===== config.mk =====
export PLATFORM = sky130hd
export DESIGN_NAME = yuyv_to_rgb_pixel_convert_top
export DESIGN_NICKNAME = d
export VERILOG_FILES = /design/src/design/ytr_pkg.sv /design/src/design/ytr_lane.sv /design/src/design/ytr_coord.sv /design/src/design/yuyv_to_rgb_pixel_convert_top.sv
export SDC_FILE = /design/constraint.sdc
export NUM_CORES = 2
export LEC_CHECK = 0
export BUFFER_PORTS_ARGS = -buffer_cell sky130_fd_sc_hd__buf_4
export CAP_MARGIN = 10
export CORE_ASPECT_RATIO = 0.9
export CORE_MARGIN = 2
export CORE_UTILIZATION = 30
export DETAILED_ROUTE_END_ITERATION = 10
export PLACE_DENSITY_LB_ADDON = 0.12
export SYNTH_ARGS = -nofsm -noshare
export SYNTH_HDL_FRONTEND = slang
export SYNTH_SLANG_ARGS = --single-unit

===== constraint.sdc =====
create_clock -name clk -period 10.5 [get_ports clk]
set_input_delay 1.05 -clock clk [delete_from_list [all_inputs] [get_ports clk]]
set_output_delay 1.05 -clock clk [all_outputs]
set_load 0.01 [all_outputs]

===== src/design/ytr_pkg.sv =====
// ----------------------------------------------------------------------------
// ytr_pkg
// Shared types, constants and a helper function for the YUYV to RGB converter.
// ----------------------------------------------------------------------------
`default_nettype none

package ytr_pkg;

	localparam int COEF_FRAC_BITS_DEF = 10;
	localparam int COORD_BITS_DEF     = 12;

	localparam int COEF_W     = 12;
	localparam int CFG_DATA_W = 12;
	localparam int CFG_IDX_W  = 3;
	localparam int SIZE_W     = 12;
	localparam int ORIGIN_W   = 11;
	localparam int CNT_W      = 11;
	localparam int CSUM_W     = 12;
	localparam int PROD_W     = 22;
	localparam int LUMA_W     = 8;
	localparam int COLOR_W    = 24;

	localparam logic [7:0] CHAN_MAX  = 8'd255;
	localparam logic [7:0] SCALE_NUM = 8'd220;

	localparam logic [COEF_W-1:0]   RST_COEF_RV = 12'd1404;
	localparam logic [COEF_W-1:0]   RST_COEF_GV = 12'd715;
	localparam logic [COEF_W-1:0]   RST_COEF_GU = 12'd346;
	localparam logic [COEF_W-1:0]   RST_COEF_BU = 12'd1774;
	localparam logic [SIZE_W-1:0]   RST_LINE_W  = 12'd800;
	localparam logic [SIZE_W-1:0]   RST_FRAME_H = 12'd600;
	localparam logic [ORIGIN_W-1:0] RST_ORIG_X  = 11'd20;
	localparam logic [ORIGIN_W-1:0] RST_ORIG_Y  = 11'd20;

	typedef enum logic [CFG_IDX_W-1:0] {
		REG_COEF_RV  = 3'd0,
		REG_COEF_GV  = 3'd1,
		REG_COEF_GU  = 3'd2,
		REG_COEF_BU  = 3'd3,
		REG_LINE_W   = 3'd4,
		REG_FRAME_H  = 3'd5,
		REG_ORIGIN_X = 3'd6,
		REG_ORIGIN_Y = 3'd7
	} cfg_reg_t;

	typedef struct packed {
		logic signed [PROD_W-1:0] red;
		logic signed [PROD_W-1:0] green;
		logic signed [PROD_W-1:0] blue;
	} chroma_terms_t;

	typedef struct packed {
		logic [CSUM_W-1:0] x0;
		logic [CSUM_W-1:0] y0;
		logic [CSUM_W-1:0] x1;
		logic [CSUM_W-1:0] y1;
	} coord_pair_t;

	function automatic logic [7:0] sat_scale(input logic signed [PROD_W:0] c);
		logic [7:0]  cl;
		logic [15:0] prod;
		if (c < 0) begin
			cl = 8'd0;
		end else if (c > $signed({{(PROD_W-7){1'b0}}, CHAN_MAX})) begin
			cl = CHAN_MAX;
		end else begin
			cl = c[7:0];
		end
		prod = 16'(cl) * 16'(SCALE_NUM);
		return prod[15:8];
	endfunction

endpackage

`default_nettype wire


===== src/design/ytr_lane.sv =====
// ----------------------------------------------------------------------------
// ytr_lane
// One pixel lane: adds the shared chroma terms to its luma sample, then
// clamps and scales each channel into a packed RGB888 word.
// ----------------------------------------------------------------------------
`default_nettype none

module ytr_lane #(
	parameter int COEF_FRAC_BITS = ytr_pkg::COEF_FRAC_BITS_DEF
) (
	input  wire logic [ytr_pkg::LUMA_W-1:0]  luma,
	input  wire ytr_pkg::chroma_terms_t      terms,
	output logic      [ytr_pkg::COLOR_W-1:0] color
);

	localparam int PW = ytr_pkg::PROD_W;

	logic signed [PW-1:0] sh_r, sh_g, sh_b;
	logic signed [PW:0]   luma_ext;
	logic signed [PW:0]   sum_r, sum_g, sum_b;

	assign sh_r = terms.red   >>> COEF_FRAC_BITS;
	assign sh_g = terms.green >>> COEF_FRAC_BITS;
	assign sh_b = terms.blue  >>> COEF_FRAC_BITS;

	assign luma_ext = $signed({{(PW+1-ytr_pkg::LUMA_W){1'b0}}, luma});

	assign sum_r = luma_ext + (PW+1)'(sh_r);
	assign sum_g = luma_ext + (PW+1)'(sh_g);
	assign sum_b = luma_ext + (PW+1)'(sh_b);

	assign color = {ytr_pkg::sat_scale(sum_r), ytr_pkg::sat_scale(sum_g),
		ytr_pkg::sat_scale(sum_b)};

endmodule

`default_nettype wire


===== src/design/ytr_coord.sv =====
// ----------------------------------------------------------------------------
// ytr_coord
// Column and row counters that place the two pixels of each item on screen.
// ----------------------------------------------------------------------------
`default_nettype none

module ytr_coord (
	input  wire logic                           clk,
	input  wire logic                           arst_n,
	input  wire logic                           accept,
	input  wire logic                           frame_start,
	input  wire logic [ytr_pkg::SIZE_W-1:0]     line_width,
	input  wire logic [ytr_pkg::SIZE_W-1:0]     frame_height,
	input  wire logic [ytr_pkg::ORIGIN_W-1:0]   origin_x,
	input  wire logic [ytr_pkg::ORIGIN_W-1:0]   origin_y,
	output ytr_pkg::coord_pair_t                coords
);

	localparam int CW = ytr_pkg::CNT_W;

	logic [CW-1:0] col_q, row_q;
	logic [CW-1:0] col0, row0, col1, row1, col2, row2;

	function automatic logic [2*CW-1:0] advance(input logic [CW-1:0] col,
		input logic [CW-1:0] row, input logic [ytr_pkg::SIZE_W-1:0] lw,
		input logic [ytr_pkg::SIZE_W-1:0] fh);
		logic [CW:0] nc;
		logic [CW:0] nr;
		logic [CW-1:0] oc;
		logic [CW-1:0] orow;
		nc   = {1'b0, col} + (CW+1)'(1);
		nr   = {1'b0, row} + (CW+1)'(1);
		oc   = nc[CW-1:0];
		orow = row;
		if (nc[CW] || (ytr_pkg::SIZE_W'(nc) >= lw)) begin
			oc = '0;
			if (nr[CW] || (ytr_pkg::SIZE_W'(nr) >= fh)) begin
				orow = '0;
			end else begin
				orow = nr[CW-1:0];
			end
		end
		return {oc, orow};
	endfunction

	always_comb begin
		col0 = frame_start ? '0 : col_q;
		row0 = frame_start ? '0 : row_q;
		{col1, row1} = advance(col0, row0, line_width, frame_height);
		{col2, row2} = advance(col1, row1, line_width, frame_height);
	end

	always_ff @(posedge clk or negedge arst_n) begin
		if (!arst_n) begin
			col_q <= '0;
			row_q <= '0;
		end else if (accept) begin
			col_q <= col2;
			row_q <= row2;
		end
	end

	assign coords.x0 = {1'b0, origin_x} + {1'b0, col0};
	assign coords.y0 = {1'b0, origin_y} + {1'b0, row0};
	assign coords.x1 = {1'b0, origin_x} + {1'b0, col1};
	assign coords.y1 = {1'b0, origin_y} + {1'b0, row1};

endmodule

`default_nettype wire


===== src/design/yuyv_to_rgb_pixel_convert_top.sv =====
// ----------------------------------------------------------------------------
// yuyv_to_rgb_pixel_convert_top
// Converts one YUYV group per item into two RGB888 pixels with coordinates.
// ----------------------------------------------------------------------------
//
//  Channel | Handshake              | Payload
//  --------+------------------------+-----------------------------------------
//  in      | in_valid / in_ready    | luma_first chroma_u luma_second chroma_v
//          |                        | frame_start
//  out     | out_valid / out_ready  | color_first x_first y_first
//          |                        | color_second x_second y_second
//  cfg     | cfg_wen                | cfg_idx cfg_data
//
// One item per cycle sustained while out_ready stays high. The first stage
// registers the chroma products and coordinates, the second is the lane
// output register that drives the result. The coordinate counters update in
// the cycle of the accept. Reset clears the counters and stage valids and
// loads the default registers. A stalled result holds; in_ready drops only
// when both stages are full.
`default_nettype none

module yuyv_to_rgb_pixel_convert_top #(
	parameter int COEF_FRAC_BITS = ytr_pkg::COEF_FRAC_BITS_DEF,
	parameter int COORD_BITS     = ytr_pkg::COORD_BITS_DEF
) (
	input  wire logic                              clk,
	input  wire logic                              arst_n,
	input  wire logic                              cfg_wen,
	input  wire logic [ytr_pkg::CFG_IDX_W-1:0]     cfg_idx,
	input  wire logic [ytr_pkg::CFG_DATA_W-1:0]    cfg_data,
	input  wire logic                              in_valid,
	output logic                                   in_ready,
	input  wire logic [ytr_pkg::LUMA_W-1:0]        luma_first,
	input  wire logic [7:0]                        chroma_u,
	input  wire logic [ytr_pkg::LUMA_W-1:0]        luma_second,
	input  wire logic [7:0]                        chroma_v,
	input  wire logic                              frame_start,
	output logic                                   out_valid,
	input  wire logic                              out_ready,
	output logic      [ytr_pkg::COLOR_W-1:0]       color_first,
	output logic      [COORD_BITS-1:0]             x_first,
	output logic      [COORD_BITS-1:0]             y_first,
	output logic      [ytr_pkg::COLOR_W-1:0]       color_second,
	output logic      [COORD_BITS-1:0]             x_second,
	output logic      [COORD_BITS-1:0]             y_second
);

	localparam int PW = ytr_pkg::PROD_W;

	logic [ytr_pkg::COEF_W-1:0]   coef_rv_q, coef_gv_q, coef_gu_q, coef_bu_q;
	logic [ytr_pkg::SIZE_W-1:0]   line_width_q, frame_height_q;
	logic [ytr_pkg::ORIGIN_W-1:0] origin_x_q, origin_y_q;

	always_ff @(posedge clk or negedge arst_n) begin
		if (!arst_n) begin
			coef_rv_q      <= ytr_pkg::RST_COEF_RV;
			coef_gv_q      <= ytr_pkg::RST_COEF_GV;
			coef_gu_q      <= ytr_pkg::RST_COEF_GU;
			coef_bu_q      <= ytr_pkg::RST_COEF_BU;
			line_width_q   <= ytr_pkg::RST_LINE_W;
			frame_height_q <= ytr_pkg::RST_FRAME_H;
			origin_x_q     <= ytr_pkg::RST_ORIG_X;
			origin_y_q     <= ytr_pkg::RST_ORIG_Y;
		end else if (cfg_wen) begin
			unique case (ytr_pkg::cfg_reg_t'(cfg_idx))
				ytr_pkg::REG_COEF_RV:  coef_rv_q      <= cfg_data;
				ytr_pkg::REG_COEF_GV:  coef_gv_q      <= cfg_data;
				ytr_pkg::REG_COEF_GU:  coef_gu_q      <= cfg_data;
				ytr_pkg::REG_COEF_BU:  coef_bu_q      <= cfg_data;
				ytr_pkg::REG_LINE_W:   line_width_q   <= cfg_data;
				ytr_pkg::REG_FRAME_H:  frame_height_q <= cfg_data;
				ytr_pkg::REG_ORIGIN_X: origin_x_q     <= cfg_data[ytr_pkg::ORIGIN_W-1:0];
				ytr_pkg::REG_ORIGIN_Y: origin_y_q     <= cfg_data[ytr_pkg::ORIGIN_W-1:0];
				default: begin
				end
			endcase
		end
	end

	logic s1_valid_q, s2_valid_q;
	logic adv_s2;
	logic accept;

	assign adv_s2   = !s2_valid_q || out_ready;
	assign in_ready = !s1_valid_q || adv_s2;
	assign accept   = in_valid && in_ready;

	// Chroma products, shared by both lanes.
	logic signed [8:0]    du, dv;
	logic signed [PW-1:0] du_w, dv_w, crv_w, cgv_w, cgu_w, cbu_w;
	ytr_pkg::chroma_terms_t terms;

	assign du    = $signed({1'b0, chroma_u}) - 9'sd128;
	assign dv    = $signed({1'b0, chroma_v}) - 9'sd128;
	assign du_w  = PW'(du);
	assign dv_w  = PW'(dv);
	assign crv_w = $signed(PW'(coef_rv_q));
	assign cgv_w = $signed(PW'(coef_gv_q));
	assign cgu_w = $signed(PW'(coef_gu_q));
	assign cbu_w = $signed(PW'(coef_bu_q));

	assign terms.red   = crv_w * dv_w;
	assign terms.green = -(cgv_w * dv_w) - (cgu_w * du_w);
	assign terms.blue  = cbu_w * du_w;

	ytr_pkg::coord_pair_t coords;

	ytr_coord u_coord (
		.clk          (clk),
		.arst_n       (arst_n),
		.accept       (accept),
		.frame_start  (frame_start),
		.line_width   (line_width_q),
		.frame_height (frame_height_q),
		.origin_x     (origin_x_q),
		.origin_y     (origin_y_q),
		.coords       (coords)
	);

	ytr_pkg::chroma_terms_t         terms_s1;
	ytr_pkg::coord_pair_t           coords_s1;
	logic [ytr_pkg::LUMA_W-1:0]     luma0_s1, luma1_s1;

	always_ff @(posedge clk or negedge arst_n) begin
		if (!arst_n) begin
			s1_valid_q <= 1'b0;
		end else if (in_ready) begin
			s1_valid_q <= in_valid;
		end
	end

	always_ff @(posedge clk) begin
		if (accept) begin
			terms_s1  <= terms;
			coords_s1 <= coords;
			luma0_s1  <= luma_first;
			luma1_s1  <= luma_second;
		end
	end

	logic [ytr_pkg::COLOR_W-1:0] color0, color1;

	ytr_lane #(.COEF_FRAC_BITS(COEF_FRAC_BITS)) u_lane0 (
		.luma  (luma0_s1),
		.terms (terms_s1),
		.color (color0)
	);

	ytr_lane #(.COEF_FRAC_BITS(COEF_FRAC_BITS)) u_lane1 (
		.luma  (luma1_s1),
		.terms (terms_s1),
		.color (color1)
	);

	// Merge both lanes into the output register.
	logic [ytr_pkg::COLOR_W-1:0] color0_s2, color1_s2;
	logic [COORD_BITS-1:0]       x0_s2, y0_s2, x1_s2, y1_s2;

	always_ff @(posedge clk or negedge arst_n) begin
		if (!arst_n) begin
			s2_valid_q <= 1'b0;
		end else if (adv_s2) begin
			s2_valid_q <= s1_valid_q;
		end
	end

	always_ff @(posedge clk) begin
		if (adv_s2 && s1_valid_q) begin
			color0_s2 <= color0;
			color1_s2 <= color1;
			x0_s2     <= COORD_BITS'(coords_s1.x0);
			y0_s2     <= COORD_BITS'(coords_s1.y0);
			x1_s2     <= COORD_BITS'(coords_s1.x1);
			y1_s2     <= COORD_BITS'(coords_s1.y1);
		end
	end

	assign out_valid    = s2_valid_q;
	assign color_first  = color0_s2;
	assign x_first      = x0_s2;
	assign y_first      = y0_s2;
	assign color_second = color1_s2;
	assign x_second     = x1_s2;
	assign y_second     = y1_s2;

endmodule

`default_nettype wire


Word level (Yosys, flattened, before mapping)
Index checks and enable logic that the tools add are counted.

word-level totals
  word-level logic and storage cells = 117
  latch bits = 0
  RAM bits = 0
  bits in read-only memories = 0
  memories kept = 0
  output and inout bits = 98
  register bits = 344
  input port bits = 53

cells by class
  reductions and logical operators = 19
  shift operators = 0
  $mul = 10
  bitwise logic cells = 0
  multiplexer cells = 20
  div/mod/pow operators = 0
  equal/unequal tests = 7
  $lt $le $gt $ge = 16
  add/subtract/negate cells = 18

operator list
  cell                                                             count
  two-way mux 8 bit                                                12
  multiplier 13 x 9 -> 22 bit                                      4
  two-way mux 11 bit                                               8
  multiplier 8 x 6 -> 14 bit (second input constant)               6
  adder 9 x 12 -> 13 bit                                           6
  greater-than comparator 13 x 9 -> 1 bit (second input constant)  6
  less-than comparator 13 x 1 -> 1 bit (second input constant)     6
  adder 11 x 1 -> 12 bit (second input constant)                   4
  adder 11 x 11 -> 12 bit                                          4
  greater-or-equal comparator 12 bit                               4
  negator 22 bit                                                   1
  subtractor 22 bit                                                1
  subtractor 8 x 8 -> 9 bit (second input constant)                2
  AND reduction 2 bit                                              8
  equality test 3 bit (second input constant)                      4
  equality test 3 x 2 -> 1 bit (second input constant)             2
  logical OR 1 bit                                                 6
  equality test 3 x 1 -> 1 bit (second input constant)             1
  logical NOT 3 bit                                                1
  logical AND 1 bit                                                2
  logical NOT 1 bit                                                2

Depth between registers and ports, before layout
  word-level depth = 11
  gate-level depth with buffers = 34
  gate-level depth less buffers = 31

Cells and area by module
A second synthesis with hierarchy kept.

second synthesis, totals
  cells, all modules = 3857
  area total of the unflattened synthesis = 39003.7 µm²

modules (own cells, without submodules)
  module                         instances  area an instance (µm²)  seq. area each (µm²)  cells an instance
  yuyv_to_rgb_pixel_convert_top  1          25557.0                 9235.1                2197
  ytr_lane                       2          4285.4                  0.0                   518
  ytr_coord                      1          4875.9                  550.5                 624

Least setup slack after synthesis
No wires, ideal clock.

  kind = input to register
  start point = in chroma_v[7]
  end point = reg terms_s1[43] (netlist bit) (data pin)
  path slack = 3.111 ns
  cell stages on the path = 24
  path buffers = 2
  required time = 10.236 ns
  data arrival time = 7.126 ns
  setup time = 0.264 ns
  cell sequence = clkbuf_1 -> inv_1 -> clkbuf_1 -> nand2_1 -> fa_1 -> fa_1 -> inv_1 -> fa_1 -> inv_1 -> fa_1 -> fa_1 -> inv_1 -> fa_1 -> inv_1 -> fa_1 -> ha_1 -> a211o_1 -> a211o_1 -> a41oi_1 -> nor2_1 -> o221ai_1 -> o21ai_0 -> o21ai_1 -> a31oi_1

RTL lines
  what                    line                                  RTL
  start: declaration      yuyv_to_rgb_pixel_convert_top.sv:36   input wire logic [7:0] chroma_v,
  end signal: assignment  yuyv_to_rgb_pixel_convert_top.sv:134  terms_s1 <= terms;
  end: declaration        yuyv_to_rgb_pixel_convert_top.sv:120  ytr_pkg::chroma_terms_t terms_s1;

Final worst setup path
  start point = in frame_start
  end point = reg u_coord.row_q[6]

between the ends
  word-level cells in the longest chain between the ends = 11
  elaborated cells on any way between the ends = 19
  classes of those cells = add/sub: 4; order compare: 4; mux: 7; reduce/logical: 4

RTL lines
  what                                line                                 RTL
  start: declaration                  yuyv_to_rgb_pixel_convert_top.sv:37  input wire logic frame_start,
  two-way mux 11 bit                  ytr_coord.sv:48                      row0 = frame_start ? '0 : row_q;
  adder 11 x 1 -> 12 bit              ytr_coord.sv:32                      nr = {1'b0, row} + (CW+1)'(1);
  greater-or-equal comparator 12 bit  ytr_coord.sv:37                      if (nr[CW] || (ytr_pkg::SIZE_W'(nr) >= fh)) begin
  logical OR 1 bit                    ytr_coord.sv:37
  two-way mux 11 bit                  ytr_coord.sv:37
  two-way mux 11 bit                  ytr_coord.sv:35                      if (nc[CW] || (ytr_pkg::SIZE_W'(nc) >= lw)) begin
  adder 11 x 1 -> 12 bit              ytr_coord.sv:32
  greater-or-equal comparator 12 bit  ytr_coord.sv:37
  logical OR 1 bit                    ytr_coord.sv:37
  two-way mux 11 bit                  ytr_coord.sv:37
  two-way mux 11 bit *                ytr_coord.sv:35
  end signal: assignment              ytr_coord.sv:59                      row_q <= row2;
  end: declaration                    ytr_coord.sv:21                      logic [CW-1:0] col_q, row_q;

Every way passes the cells marked *; elsewhere a longest branch is shown, timed or not.
A chain may end at the register's enable or synchronous reset.

==> run metrics <==
outcome=completed; initial antenna violation count=6; crit path DAT=8.56 ns; Ys Warns=0; # IOs=151; root buf cell=clkbuf_16; Post-synth EDFFs=196; synthesized area=0.0363 mm2; Final #Nets=4657; Reg2Reg Depth=26; CP max stage cell=nor4bb_1; final cell count without fillers=5312; delay-heaviest family, CP=simple AND/OR/NAND/NOR gates; CTS HTree Levels=2; largest net degree at the start of global routing=67; most frequent cells in the layout=607 x inv_1, 516 x ha_1, 413 x fa_1; gr usage total=0.154; FF-to-FF setup slack=2.78 ns; drc violations=0; Max Clock Skew=0.0402 ns; crit path capture type=flop; Post-CTS Resized=0; Hold Crit Class=input port to async pin; clk_lat worst skew=0.63 ns; # setup viols final=0; CTS Buffer Depth=3; crit start category=input port; Remaining Overflow, GRT=0; delay of the slowest cell on the worst path=0.48 ns; Rel. slew slack=0.221; core area=0.121 mm2; crit path time final=8.02 ns; CTS clk-pin slew, worst paths=0.06 ns; syn avg cell area=10.2 um2; worst flop-to-flop path startpoint=terms_s1[54]; cell mode on critical path=ha_1; TritonCTS Sinks=314; Yosys cell types=80; total negative slack=0 ns; Layout area overhead=11.9%; Placer Congestion=0.791; placed cells=5228; first-pass GRT wire length=148000 um; CTS tree=built; width of the die=371 um; Tcrit/Tclk final=0.764; Die ar.=0.124 mm2; detailed-route wire length per cell=17.5 um; post-synthesis register bit count=314; sequential fraction of the synthesis area=0.245; first-pass iteration count of the detailed router=5; worst-margin pin slew=1.16 ns; Vias/cell=4.51; RR Endpoint=color_first[23]; row cnt=121; Max-Cap Viols=0; CP Class=input port to flop; Main synth FF type=edfxtp_1; DP HPWL=73700 um; Synth Instances=3576; Max Fanout on Critical Path=38; buffer count from post-CTS setup fixing=0; most common cell after layout, fill and taps aside=inv_1; count of pins over their slew limit=0; CTS hold repair buffers=0; Routed Antenna Nets=0; WP data required=11.04 ns; vias after detailed routing=24000; Peak Freq=0.125 GHz; Port Buffers=150; RSZ-0062 raised after global routing=false; CTS buffer count=44; Final Hold Fails=0; Die H=334 um; vias in the first global route=24900; DRT iter0 DRCs=971; synthesized net count=4558; ratio of cells with drive above 1 in the final layout=0.112; Crit path buffers/inverters=3; Synth async-reset ratio=0.376; WL final=93100 um; initial core utilization=0.302
[worst max-delay path by stage]
stage | from | end | depth (start not counted)
finish | frame_start | u_coord.row_q[6] | 30
global route | frame_start | u_coord.row_q[6] | 31
CTS | frame_start | u_coord.row_q[6] | 31
detailed placement | frame_start | u_coord.row_q[6] | 31
global placement | frame_start | u_coord.row_q[6] | 31
floorplan | chroma_v[7] | terms_s1[43] | 24
[state kept, by name, summed over array words and instances, names as in the netlist]
register and cells:
coords_s1 48, terms_s1 36, color_first 24, color_second 24, coef_bu_q 12, coef_gu_q 12, coef_gv_q 12, coef_rv_q 12
frame_height_q 12, line_width_q 12, x_first 12, x_second 12, y_first 12, y_second 12, origin_x_q 11, origin_y_q 11
u_coord.col_q 11, u_coord.row_q 11, luma0_s1 8, luma1_s1 8, out_valid 1, s1_valid_q 1
[synth_stat cells (77+ instances only)]
| cell type | n | area, um2 |
|---|---|---|
| ha_1 | 516 | 6460 |
| a21oi_1 | 86 | 430 |
| xnor2_1 | 122 | 1070 |
| dfrtp_1 | 81 | 2030 |
| nand2_1 | 268 | 1010 |
| edfxtp_1 | 196 | 5890 |
| clkbuf_1 | 101 | 379 |
| and2_1 | 170 | 1060 |
| nor2_1 | 189 | 709 |
| inv_1 | 608 | 2280 |
| fa_1 | 413 | 8270 |
| mux2_2 | 84 | 946 |
| o21ai_0 | 94 | 470 |
| o21a_1 | 77 | 578 |
[per-layer routing]
layer,global-route usage,vias up,routed length [um]
li1,-,11900,-
met1,0.223,11700,46700
met2,0.244,295,42000
met3,0.0168,92,2530
met4,0.0364,2,1900
met5,0,-,13
[cell type report]
cell class	count	area, um2
antenna	2	5.00
timing repair buffer	167	1250
clock buffer	49	1120
inverter	608	2280
sequential	314	8880
multi-input combinational	2540	24700
tap	1599	2000
fill	12400	79800
clock inverter	33	382
[logic make-up after synthesis]
group	synth area share
AO/OA/AOI/OAI	0.0783
XOR/XNOR	0.0407
adder cells (fa/ha/maj)	0.405
buffers and inverters	0.0751
flip-flops	0.245
multiplexers	0.0266
AND/OR/NAND/NOR	0.130
[stage by stage]
stage | instance area (um2) | hold slack [ns] | util | setup WS [ns]
2_1_floorplan | 36300 | 0.400 | - | 3.11
3_3_place_gp | 39200 | 0.403 | 0.325 | 2.25
3_5_place_dp | 39200 | 0.405 | 0.325 | 2.04
4_1_cts | 40700 | 0.182 | 0.337 | 2.68
5_1_grt | 40700 | 0.200 | 0.337 | 1.86
6_report | 40700 | 0.233 | 0.337 | 2.48
Power is not shown: default switching activity piles up to over one toggle a cycle in this logic, so the estimate is an artifact.
